--- config.mk ---
export PLATFORM = sky130hd
export DESIGN_NAME = serial_frame_payload_extractor
export DESIGN_NICKNAME = d
export VERILOG_FILES = /design/src/hw/rtl/sfpe_pkg.sv /design/src/hw/rtl/sfpe_csr.sv /design/src/hw/rtl/sfpe_in_reg.sv /design/src/hw/rtl/sfpe_parser.sv /design/src/hw/rtl/sfpe_out_reg.sv /design/src/hw/rtl/serial_frame_payload_extractor.sv
export SDC_FILE = /design/constraint.sdc
export NUM_CORES = 1
export LEC_CHECK = 0
export ABC_AREA = 0
export ABC_CLOCK_PERIOD_IN_PS = 4000
export BUFFER_PORTS_ARGS = -buffer_cell sky130_fd_sc_hd__buf_4
export CAP_MARGIN = 20
export CORE_UTILIZATION = 38
export DETAILED_ROUTE_END_ITERATION = 12
export PLACE_DENSITY = 0.53
export SYNTH_ARGS = -nofsm -noshare
export SYNTH_HDL_FRONTEND = slang
export SYNTH_HIERARCHICAL = 1
export SYNTH_SLANG_ARGS = --single-unit
--- constraint.sdc ---
create_clock -name clock -period 4 [get_ports clock]
set_input_delay 0.8 -clock clock [delete_from_list [all_inputs] [get_ports clock]]
set_output_delay 0.8 -clock clock [all_outputs]
set_load 0.01 [all_outputs]
--- src/hw/rtl/sfpe_pkg.sv ---
// Shared types and constants for the serial frame payload extractor.
// No dependencies.
`default_nettype none

package sfpe_pkg;

   localparam logic [7:0]  HDR_FIRST       = 8'h55;
   localparam logic [7:0]  HDR_SECOND      = 8'hAA;
   localparam logic [7:0]  WANTED_CMD_RST  = 8'h01;
   localparam logic [15:0] MAX_LEN_RST     = 16'd256;

   // Register indexes on the configuration port
   localparam logic CSR_WANTED_COMMAND = 1'b0;
   localparam logic CSR_MAX_LENGTH     = 1'b1;

   // Result item kinds
   localparam logic KIND_PAYLOAD = 1'b0;
   localparam logic KIND_VERDICT = 1'b1;

   typedef enum logic [2:0] {
      PH_HDR1 = 3'd0,
      PH_HDR2 = 3'd1,
      PH_VER  = 3'd2,
      PH_CMD  = 3'd3,
      PH_LENH = 3'd4,
      PH_LENL = 3'd5,
      PH_PAY  = 3'd6,
      PH_SUM  = 3'd7
   } phase_type;

   typedef struct packed {
      logic [7:0]  wanted_command;
      logic [15:0] max_payload_length;
   } cfg_type;

   typedef struct packed {
      logic       item_kind;
      logic [7:0] payload_data;
      logic       frame_good;
      logic       last;
   } result_type;

endpackage

`default_nettype wire

--- src/hw/rtl/sfpe_csr.sv ---
// Configuration registers of the frame extractor.
// Depends on sfpe_pkg.
`default_nettype none

module sfpe_csr (
   input  wire logic             clock,
   input  wire logic             reset,
   input  wire logic             csr_valid,
   output logic                  csr_ready,
   input  wire logic             csr_index,
   input  wire logic [15:0]      csr_data,
   output sfpe_pkg::cfg_type     cfg
);

   sfpe_pkg::cfg_type cfg_ff, cfg_in;

   assign csr_ready = 1'b1;

   always_comb begin
      cfg_in = cfg_ff;
      if (csr_valid) begin
         case (csr_index)
            sfpe_pkg::CSR_WANTED_COMMAND: cfg_in.wanted_command = csr_data[7:0];
            sfpe_pkg::CSR_MAX_LENGTH:     cfg_in.max_payload_length = csr_data;
            default:                      cfg_in = cfg_ff;
         endcase
      end
   end

   always_ff @(posedge clock) begin
      if (reset) begin
         cfg_ff.wanted_command     <= sfpe_pkg::WANTED_CMD_RST;
         cfg_ff.max_payload_length <= sfpe_pkg::MAX_LEN_RST;
      end else begin
         cfg_ff <= cfg_in;
      end
   end

   assign cfg = cfg_ff;

endmodule

`default_nettype wire

--- src/hw/rtl/sfpe_in_reg.sv ---
// Input register of the frame extractor: holds one received byte.
// Depends on nothing but the ports.
`default_nettype none

module sfpe_in_reg (
   input  wire logic       clock,
   input  wire logic       reset,
   input  wire logic       req_tvalid,
   output logic            req_tready,
   input  wire logic [7:0] req_tdata,
   input  wire logic       advance,
   output logic            byte_valid,
   output logic [7:0]      rx_byte
);

   logic       valid_ff, valid_in;
   logic [7:0] byte_ff,  byte_in;

   // Take a new item whenever the held one is empty or leaves this cycle
   assign req_tready = !valid_ff || advance;

   always_comb begin
      valid_in = valid_ff;
      byte_in  = byte_ff;
      if (req_tready) begin
         valid_in = req_tvalid;
         byte_in  = req_tdata;
      end
   end

   always_ff @(posedge clock) begin
      if (reset) begin
         valid_ff <= 1'b0;
      end else begin
         valid_ff <= valid_in;
      end
      byte_ff <= byte_in;
   end

   assign byte_valid = valid_ff;
   assign rx_byte    = byte_ff;

endmodule

`default_nettype wire

--- src/hw/rtl/sfpe_parser.sv ---
// Frame parser state machine: header, length, payload and checksum tracking.
// Depends on sfpe_pkg.
`default_nettype none

module sfpe_parser (
   input  wire logic              clock,
   input  wire logic              reset,
   input  wire logic              step,
   input  wire logic [7:0]        rx_byte,
   input  wire sfpe_pkg::cfg_type cfg,
   output logic                   result_valid,
   output sfpe_pkg::result_type   result
);

   sfpe_pkg::phase_type phase_ff, phase_in;
   logic [7:0]  command_ff, command_in;
   logic [7:0]  sum_ff,     sum_in;
   logic [15:0] length_ff,  length_in;
   logic [15:0] seen_ff,    seen_in;
   logic        captured_ff, captured_in;

   logic        is_first;
   logic        extracting;
   logic [7:0]  sum_add;
   logic [15:0] seen_inc;
   logic        good;
   logic        restart;

   assign is_first   = (rx_byte == sfpe_pkg::HDR_FIRST);
   assign extracting = (command_ff == cfg.wanted_command) && (length_ff != 16'd0)
                       && (length_ff <= cfg.max_payload_length);
   assign sum_add    = sum_ff + rx_byte;
   assign seen_inc   = seen_ff + 16'd1;
   assign good       = (rx_byte == sum_ff);

   // Restart on this byte: in header one, on a bad second header byte,
   // and on any checksum byte that does not capture.
   always_comb begin
      case (phase_ff)
         sfpe_pkg::PH_HDR1: restart = 1'b1;
         sfpe_pkg::PH_HDR2: restart = (rx_byte != sfpe_pkg::HDR_SECOND);
         sfpe_pkg::PH_SUM:  restart = !(extracting && good);
         default:           restart = 1'b0;
      endcase
   end

   // Next phase
   always_comb begin
      phase_in = phase_ff;
      if (step && !captured_ff) begin
         if (restart) begin
            phase_in = is_first ? sfpe_pkg::PH_HDR2 : sfpe_pkg::PH_HDR1;
         end else begin
            case (phase_ff)
               sfpe_pkg::PH_HDR2: phase_in = sfpe_pkg::PH_VER;
               sfpe_pkg::PH_VER:  phase_in = sfpe_pkg::PH_CMD;
               sfpe_pkg::PH_CMD:  phase_in = sfpe_pkg::PH_LENH;
               sfpe_pkg::PH_LENH: phase_in = sfpe_pkg::PH_LENL;
               sfpe_pkg::PH_LENL: begin
                  phase_in = ({length_ff[15:8], rx_byte} == 16'd0) ?
                             sfpe_pkg::PH_SUM : sfpe_pkg::PH_PAY;
               end
               sfpe_pkg::PH_PAY: begin
                  if (seen_inc == length_ff) phase_in = sfpe_pkg::PH_SUM;
               end
               default:           phase_in = phase_ff;
            endcase
         end
      end
   end

   // Frame fields, checksum and result
   always_comb begin
      command_in   = command_ff;
      sum_in       = sum_ff;
      length_in    = length_ff;
      seen_in      = seen_ff;
      captured_in  = captured_ff;
      result_valid = 1'b0;
      result       = '0;
      if (step && !captured_ff) begin
         if (phase_ff == sfpe_pkg::PH_SUM && extracting) begin
            result_valid      = 1'b1;
            result.item_kind  = sfpe_pkg::KIND_VERDICT;
            result.frame_good = good;
            result.last       = 1'b1;
            captured_in       = good;
         end
         if (restart) begin
            command_in = 8'd0;
            length_in  = 16'd0;
            seen_in    = 16'd0;
            sum_in     = is_first ? sfpe_pkg::HDR_FIRST : 8'd0;
         end else begin
            case (phase_ff)
               sfpe_pkg::PH_CMD: begin
                  command_in = rx_byte;
                  sum_in     = sum_add;
               end
               sfpe_pkg::PH_LENH: begin
                  length_in = {rx_byte, 8'd0};
                  sum_in    = sum_add;
               end
               sfpe_pkg::PH_LENL: begin
                  length_in = {length_ff[15:8], rx_byte};
                  seen_in   = 16'd0;
                  sum_in    = sum_add;
               end
               sfpe_pkg::PH_PAY: begin
                  sum_in  = sum_add;
                  seen_in = seen_inc;
                  if (extracting) begin
                     result_valid        = 1'b1;
                     result.item_kind    = sfpe_pkg::KIND_PAYLOAD;
                     result.payload_data = rx_byte;
                  end
               end
               sfpe_pkg::PH_SUM:  sum_in = sum_ff;
               default:           sum_in = sum_add;
            endcase
         end
      end
   end

   always_ff @(posedge clock) begin
      if (reset) begin
         phase_ff    <= sfpe_pkg::PH_HDR1;
         command_ff  <= 8'd0;
         sum_ff      <= 8'd0;
         length_ff   <= 16'd0;
         seen_ff     <= 16'd0;
         captured_ff <= 1'b0;
      end else begin
         phase_ff    <= phase_in;
         command_ff  <= command_in;
         sum_ff      <= sum_in;
         length_ff   <= length_in;
         seen_ff     <= seen_in;
         captured_ff <= captured_in;
      end
   end

endmodule

`default_nettype wire

--- src/hw/rtl/sfpe_out_reg.sv ---
// Result register of the frame extractor, drives the result stream.
// Depends on sfpe_pkg.
`default_nettype none

module sfpe_out_reg (
   input  wire logic                 clock,
   input  wire logic                 reset,
   input  wire logic                 in_valid,
   output logic                      advance,
   input  wire logic                 result_valid,
   input  wire sfpe_pkg::result_type result,
   output logic                      rsp_tvalid,
   input  wire logic                 rsp_tready,
   output logic [15:0]               rsp_tdata,
   output logic                      rsp_tuser,
   output logic                      rsp_tlast
);

   logic                 valid_ff, valid_in;
   sfpe_pkg::result_type data_ff,  data_in;

   // The parser may step when the result slot is free or drains this cycle
   assign advance = in_valid && (!valid_ff || rsp_tready);

   always_comb begin
      valid_in = valid_ff && !rsp_tready;
      data_in  = data_ff;
      if (advance && result_valid) begin
         valid_in = 1'b1;
         data_in  = result;
      end
   end

   always_ff @(posedge clock) begin
      if (reset) begin
         valid_ff <= 1'b0;
      end else begin
         valid_ff <= valid_in;
      end
      data_ff <= data_in;
   end

   assign rsp_tvalid = valid_ff;
   assign rsp_tdata  = {7'd0, data_ff.frame_good, data_ff.payload_data};
   assign rsp_tuser  = data_ff.item_kind;
   assign rsp_tlast  = data_ff.last;

endmodule

`default_nettype wire

--- src/hw/rtl/serial_frame_payload_extractor.sv ---
// Serial frame payload extractor: takes one received byte per item and parses
// frames of 0x55 0xAA, version, command, big-endian 16-bit length, payload and
// an 8-bit additive checksum; payload bytes of frames with the configured
// command and a length from 1 to the limit come out as kind-0 items, and the
// checksum byte gives a kind-1 verdict item marked last. A good verdict makes
// the block ignore all later bytes until reset. One byte is accepted every
// cycle while results drain; a byte goes from the input register through
// the parser step into the result register, which drives the result port.
// A result held by a stalled receiver stops the input once the input
// register is full as well.
// Depends on sfpe_pkg, sfpe_csr, sfpe_in_reg, sfpe_parser and sfpe_out_reg.
`default_nettype none

module serial_frame_payload_extractor (
   input  wire logic        clock,
   input  wire logic        reset,
   input  wire logic        req_tvalid,
   output logic             req_tready,
   input  wire logic [7:0]  req_tdata,   // [7:0] rx_byte
   output logic             rsp_tvalid,
   input  wire logic        rsp_tready,
   output logic [15:0]      rsp_tdata,   // [7:0] payload_data, [8] frame_good
   output logic             rsp_tuser,   // [0] item_kind
   output logic             rsp_tlast,
   input  wire logic        csr_valid,
   output logic             csr_ready,
   input  wire logic        csr_index,
   input  wire logic [15:0] csr_data
);

   sfpe_pkg::cfg_type    cfg;
   sfpe_pkg::result_type result;
   logic                 result_valid;
   logic                 byte_valid;
   logic [7:0]           rx_byte;
   logic                 advance;

   sfpe_csr u_csr (
      .clock     (clock),
      .reset     (reset),
      .csr_valid (csr_valid),
      .csr_ready (csr_ready),
      .csr_index (csr_index),
      .csr_data  (csr_data),
      .cfg       (cfg)
   );

   sfpe_in_reg u_in_reg (
      .clock      (clock),
      .reset      (reset),
      .req_tvalid (req_tvalid),
      .req_tready (req_tready),
      .req_tdata  (req_tdata),
      .advance    (advance),
      .byte_valid (byte_valid),
      .rx_byte    (rx_byte)
   );

   sfpe_parser u_parser (
      .clock        (clock),
      .reset        (reset),
      .step         (advance),
      .rx_byte      (rx_byte),
      .cfg          (cfg),
      .result_valid (result_valid),
      .result       (result)
   );

   sfpe_out_reg u_out_reg (
      .clock        (clock),
      .reset        (reset),
      .in_valid     (byte_valid),
      .advance      (advance),
      .result_valid (result_valid),
      .result       (result),
      .rsp_tvalid   (rsp_tvalid),
      .rsp_tready   (rsp_tready),
      .rsp_tdata    (rsp_tdata),
      .rsp_tuser    (rsp_tuser),
      .rsp_tlast    (rsp_tlast)
   );

endmodule

`default_nettype wire

== Word-level counts from Yosys, hierarchy flattened ==
Index checks and enable logic that the tools add are counted.
W data, S select, Z words.

* Bits in registers: 97
* Latch bits: 0
* Bits in writable memories: 0
* Memory bits (read-only): 0
* Input bits: 30
* Output and inout bits: 21
* Logic and storage cells: 96
* Memories: 0

* Add/subtract/negate cells: 2
* Multiply operators: 0
* Divide/modulo/power cells: 0
* $lt $le $gt $ge: 1
* Equality and inequality tests: 15
* Shifts and indexed selects: 0
* Mux-type cells: 25
* Bitwise logic cells: 4
* Reduce and logical (&&, ||, !) cells: 33

{| class="wikitable"
|+ Operators with widths
! kind !! number
|-
| $pmux W16 S2 || 2
|-
| $mux W16 || 2
|-
| $mux W8 || 4
|-
| $mux W9 || 3
|-
| $pmux W3 S6 || 1
|-
| $add A16 B1 Y16 const B || 1
|-
| $eq A16 B16 Y1 || 1
|-
| $eq A8 B8 Y1 || 2
|-
| $le A16 B16 Y1 || 1
|-
| $logic_not A16 Y1 || 1
|-
| $reduce_bool A16 Y1 || 1
|-
| $reduce_and A2 Y1 || 7
|-
| $eq A3 B3 Y1 const B || 4
|-
| $mux W1 || 9
|-
| $add A8 B8 Y8 || 1
|-
| $eq A8 B7 Y1 const B || 1
|-
| $logic_and A1 B1 Y1 || 8
|-
| $ne A8 B8 Y1 const B || 1
|-
| $mux W7 || 1
|-
| $reduce_bool A7 Y1 || 1
|-
| $eq A3 B2 Y1 const B || 2
|-
| $mux W3 || 2
|-
| $reduce_and A3 Y1 || 2
|-
| $reduce_bool A3 Y1 || 2
|-
| 10 further kinds || 20
|}

== Longest topological paths before layout ==
* Depth in word-level cells: 11
* Gate-level depth with buffers: 11
* Depth with buffers taken out: 9

== Modules after synthesis ==
The synthesis kept the hierarchy.

{| class="wikitable"
|+ Modules (own cells, without submodules)
! module !! instances !! cells an instance !! area each (um2) !! seq. area each (um2)
|-
| sfpe_parser || 1 || 479 || 3844.9 || 1041.0
|-
| sfpe_csr || 1 || 104 || 1078.5 || 480.5
|-
| sfpe_out_reg || 1 || 25 || 457.9 || 350.3
|-
| sfpe_in_reg || 1 || 12 || 286.5 || 260.2
|}

== Least setup slack after synthesis ==
OpenSTA, ideal clock, no wires.

* Kind: input to register
* Start: input rsp_tready
* End: register u_parser.phase_ff[1]
* Setup time: 0.100 ns
* Data arrival time: 2.729 ns
* Data required time: 3.900 ns
* Path slack: 1.171 ns
* Stages on the path: 10
* Path buffers: 1
* Cell sequence: nand2b_4 > and2_4 > nor2b_1 > clkbuf_1 > nand2_1 > nor4_1 > nand4b_1 > a2111oi_4 > nor3_2 > a2111oi_4

* Cells in the longest elaborated chain, start to end: 4

{| class="wikitable"
|+ Ends and longest elaborated chain
! element !! RTL line !! source
|-
| start, declared || serial_frame_payload_extractor.sv:21 || <nowiki>input wire logic rsp_tready,</nowiki>
|-
| $logic_or A1 B1 Y1 || sfpe_out_reg.sv:23 || <nowiki>assign advance = in_valid && (!valid_ff || rsp_tready);</nowiki>
|-
| $logic_and A1 B1 Y1 || sfpe_out_reg.sv:23 ||
|-
| via advance || serial_frame_payload_extractor.sv:36 || <nowiki>logic advance;</nowiki>
|-
| $logic_and A1 B1 Y1 || sfpe_parser.sv:50 || <nowiki>if (step && !captured_ff) begin</nowiki>
|-
| $reduce_and A3 Y1 (no source line) || -- ||
|-
| end signal, assigned || sfpe_parser.sv:127 || <nowiki>phase_ff <= sfpe_pkg::PH_HDR1;</nowiki>
|-
| end signal, assigned || sfpe_parser.sv:134 || <nowiki>phase_ff <= phase_in;</nowiki>
|-
| end, declared || sfpe_parser.sv:15 || <nowiki>sfpe_pkg::phase_type phase_ff, phase_in;</nowiki>
|}

The timed path passes the listed nets, and every way through them passes these cells.
A chain may end at the register's enable or synchronous reset.

== Final worst setup path ==
* Start: register u_in_reg.byte_ff[0] (netlist: u_in_reg/rx_byte[0])
* End: register u_parser.seen_ff[14]

* Cells in the longest elaborated chain, start to end: 6
* Elaborated cells between the ends (all ways): 8
* Classes of those cells: eq/ne (2); mux (2); reduce/logical (4)

{| class="wikitable"
|+ Ends and longest elaborated chain
! element !! RTL line !! source
|-
| start, declared || sfpe_in_reg.sv:17 || <nowiki>logic [7:0] byte_ff, byte_in;</nowiki>
|-
| start signal, assigned || sfpe_in_reg.sv:37 || <nowiki>byte_ff <= byte_in;</nowiki>
|-
| $eq A8 B8 Y1 || sfpe_parser.sv:34 || <nowiki>assign good = (rx_byte == sum_ff);</nowiki>
|-
| $logic_and A1 B1 Y1 || sfpe_parser.sv:42 || <nowiki>sfpe_pkg::PH_SUM: restart = !(extracting && good);</nowiki>
|-
| $logic_not A1 Y1 || sfpe_parser.sv:42 ||
|-
| $pmux W1 S3 * || sfpe_parser.sv:39 || <nowiki>case (phase_ff)</nowiki>
|-
| $reduce_bool A3 Y1 (no source line) || -- ||
|-
| $reduce_and A2 Y1 (no source line) || -- ||
|-
| end signal, assigned || sfpe_parser.sv:138 || <nowiki>seen_ff <= seen_in;</nowiki>
|-
| end, declared || sfpe_parser.sv:19 || <nowiki>logic [15:0] seen_ff, seen_in;</nowiki>
|}

Mark *: on every way between the ends. The rest lies on a longest branch, timed or not.

==> metrics.txt <==
Hold WC Path Type=reg2reg; post-synth top area share=27.5%; initial core utilization=around two fifths; total gr overflow=0; arrival time at the worst endpoint=roughly 3.3 ns; YS warnings=6; # diodes=0; GRT Total Usage=between 20% and 30%; vias in the first global route=roughly 4.4k; first-pass GRT wire length=~24000 um; Via density=between 5 and 6; Peak Freq=about 330 MHz; Seq/Total Area, Yosys=between 30% and 40%; Tot Pwr=roughly 2.2 mW; DR WL/cell=17.7 um; TritonRoute pass-1 iters=5; Seq cells post-synth=97; Final #Nets=roughly 700; Post-DP HPWL=roughly 11000 um; core area=14500 um2; setup repair bufs after CTS=0; Final Slew Violations=0; hold buffer count at cts=0; hold path startpoint=u_csr/cfg[8]$_SDFFE_PP1P_; Placed Instances=a little over 800; CP max stage delay=between 0.6 and 0.7 ns; die area=~15000 um2; Die H=about 120 um; WL final=~15000 um; r2r setup slk=around 0.96 ns; RePlAce Congestion=0.900; Distinct cells, synth=a little over 70; drt drc=0; pre-CTS setup slack=between 0.8 and 0.9 ns; syn avg cell area=~9 um2; period utilisation layout=76.0%; worst-margin pin slew=just under 0.9 ns; max-cap violations=0; Final TNS setup=0 ns; outcome=finished, final reports clean; Leak=2.43 nW; Crit-path slowest cell=o31ai_2; Tmin final=slightly above 3 ns; Crit path buffers/inverters=0; clock sinks=97; Worst R2R Path Depth=8; asr flop ratio synth=0%; Vias=4694; CP Capture Type=flop; pin count of the biggest net entering global routing=51; layout cell share with drive strength beyond 1=16.3%; RR Startpoint=u_in_reg/rx_byte[0]$_DFFE_PP_; post-route cell area=approximately 6300 um2; CTS resizes=0; pwr dens=around 340 nW/um2; post-route setup slack=between 0.9 and 1 ns; Worst Hold End=u_csr/cfg[8]$_SDFFE_PP1P_; Hold Vio Cnt, Final=0; Cell Chain, Critical Path=ha_1, nor4_1, nand3_1, and4bb_2, o21bai_2, o31ai_2, o21ai_0, a21oi_1; crit-path leading delay family=compound AO/OA/AOI/OAI gates; IO Port Bufs=42; H-tree depth=3; Netlist Area Pre-Place=about 5700 um2; CTS max path bufs=2; Synth area leader=dfxtp_1; most used flip-flop cell after synthesis=dfxtp_1; Clk Latency, worst-skew pair=between 0.3 and 0.4 ns; Rel. slew slack=between 40% and 50%; crit path from=u_in_reg/rx_byte[0]$_DFFE_PP_; worst r2r dst=u_parser/seen_ff[14]$_SDFFE_PP0P_; Synth area leaders=dfxtp_1 28%, edfxtp_1 10%, ha_1 5.3%; P&R area growth vs syn=12.0%; post-synthesis cell count=just over 600; IO Pins=51; number of synthesized flops with an enable pin=19; Peak VDD IR=between 200 and 300 uV; die width=124 um; initial antenna violation count=0; Startpoint Class=flop; Non-Filler Instances=around 840; setup violators final=0; Final ANT Viol Nets=0; worst hold stages=1; worst-path maximum fanout=9; CP Class=reg2reg; DR iter-0 viols=~350; DP Area=between 6000 and 7000 um2; CTS root buffer=clkbuf_16; CTS buffer count=9; Rows=44; CTS tree=done; Worst EP required=approximately 4.3 ns; RSZ-0062 raised after global routing=false; clk slew on worst S/H paths=0.08 ns; Clock Skew=around 0.012 ns
## cell type report
type / instances / area (um2)
fill: 1440 / 8180
multi-input combinational: 464 / 3220
sequential: 97 / 2130
timing repair buffer: 52 / 390
tap: 184 / 230
clock buffer: 9 / 225
inverter: 22 / 82.6
clock inverter: 7 / 70.1
## cell usage after synthesis (3+ instances only)
cell type and count:
inv_1 21, a22o_1 8, nand3_2 3, edfxtp_1 19, nand4_1 8, o211ai_1 11, nor3_1 15, nand3_1 38
or3_1 7, or2_2 4, o311a_1 4, a211oi_1 4, o41ai_1 3, dfxtp_1 78, xor2_1 17, nor2_1 33
nor2b_1 7, buf_4 8, o21ai_0 11, nand2_1 31, a21bo_2 6, a31oi_1 6, buf_2 10, or4_1 5
buf_6 7, o31ai_1 16, nand2b_1 36, and3_1 14, a21oi_1 42, nand2_2 3, ha_1 24, a22oi_1 7
a21oi_2 5, clkbuf_1 17, xnor2_1 17, o31ai_2 3, nor4_1 11, mux2i_1 17
## how the worst max path moves through the flow
| stage | end | slack (ns) | cells after the start |
|---|---|---|---|
| finish | u_parser/seen_ff[14]$_SDFFE_PP0P_ | 0.96 | 8 |
| global route | u_parser/seen_ff[14]$_SDFFE_PP0P_ | 0.72 | 9 |
| CTS | u_parser/length_ff[15]$_SDFFE_PP0P_ | 0.85 | 7 |
| detailed placement | u_parser/length_ff[15]$_SDFFE_PP0P_ | 0.87 | 7 |
| global placement | u_parser/phase_ff[1]$_SDFFE_PP0P_ | 0.93 | 11 |
| floorplan | u_parser/phase_ff[1]$_SDFFE_PP0P_ | 1.17 | 10 |
## power breakdown
| group | internal, mW | switching (mW) |
|---|---|---|
| registers | 1.02 | 0.0338 |
| logic | 0.110 | 0.152 |
| clock network | 0.439 | 0.423 |
## placed cells by master (no fill, tap or decap), types with 9 or more instances in the layout
master / count
mux2i_1: 17
inv_1: 21
o211ai_1: 11
xor2_1: 17
clkbuf_16: 9
buf_4: 52
nand2b_1: 36
o31ai_1: 16
nor4_1: 11
o21ai_0: 11
nor3_1: 15
nor2_1: 33
dfxtp_1: 78
edfxtp_1: 19
a21oi_1: 42
xnor2_1: 17
nand2_1: 31
nand3_1: 38
and3_1: 14
ha_1: 24
## per-stage QoR
step | hold slack (ns) | utilization (%)
3_3_place_gp | 0.458 | 41.6
6_report | 0.482 | 43.7
4_1_cts | 0.483 | 43.6
2_1_floorplan | 0.435 | -
3_5_place_dp | 0.465 | 41.6
5_1_grt | 0.492 | 43.7
## worst register-to-register path: stages (launching register included)
cell	delay [ns]
edfxtp_1	0.52
ha_1	0.38
nor4_1	0.32
nand3_1	0.18
and4bb_2	0.37
o21bai_2	0.15
o31ai_2	0.69
o21ai_0	0.19
a21oi_1	0.16
## cells by family after synthesis
| kind of cell | share of synthesized area (%) |
|---|---|
| AND/OR/NAND/NOR | 23.3 |
| AO/OA/AOI/OAI | 19.1 |
| flip-flops | 37.6 |
| buffers and inverters | 5.98 |
| XOR/XNOR | 5.25 |
| adder cells (fa/ha/maj) | 5.65 |
| multiplexers | 3.00 |
| other | 0.132 |
## layer usage
metal / GRT usage [%] / share of wire [%] / vias to the layer above
li1: - / - / 2304
met1: 27.0 / 47 / 2266
met2: 33.0 / 47 / 101
met3: 4.40 / 4.2 / 23
met4: 7.37 / 1.9 / 0
met5: 0 / 0 / -
## state kept, by name (all words and copies together) (netlist names)
signal	cells
u_out_reg/rsp_tdata	9
u_parser/phase_ff	3
u_out_reg/rsp_tuser	1
u_parser/length_ff	16
u_in_reg/rx_byte	8
u_out_reg/rsp_tlast	1
u_parser/captured_ff	1
u_in_reg/byte_valid	1
u_csr/cfg	24
u_out_reg/rsp_tvalid	1
u_parser/sum_ff	8
u_parser/seen_ff	16
u_parser/command_ff	8
(Power assumes the default switching activity.)
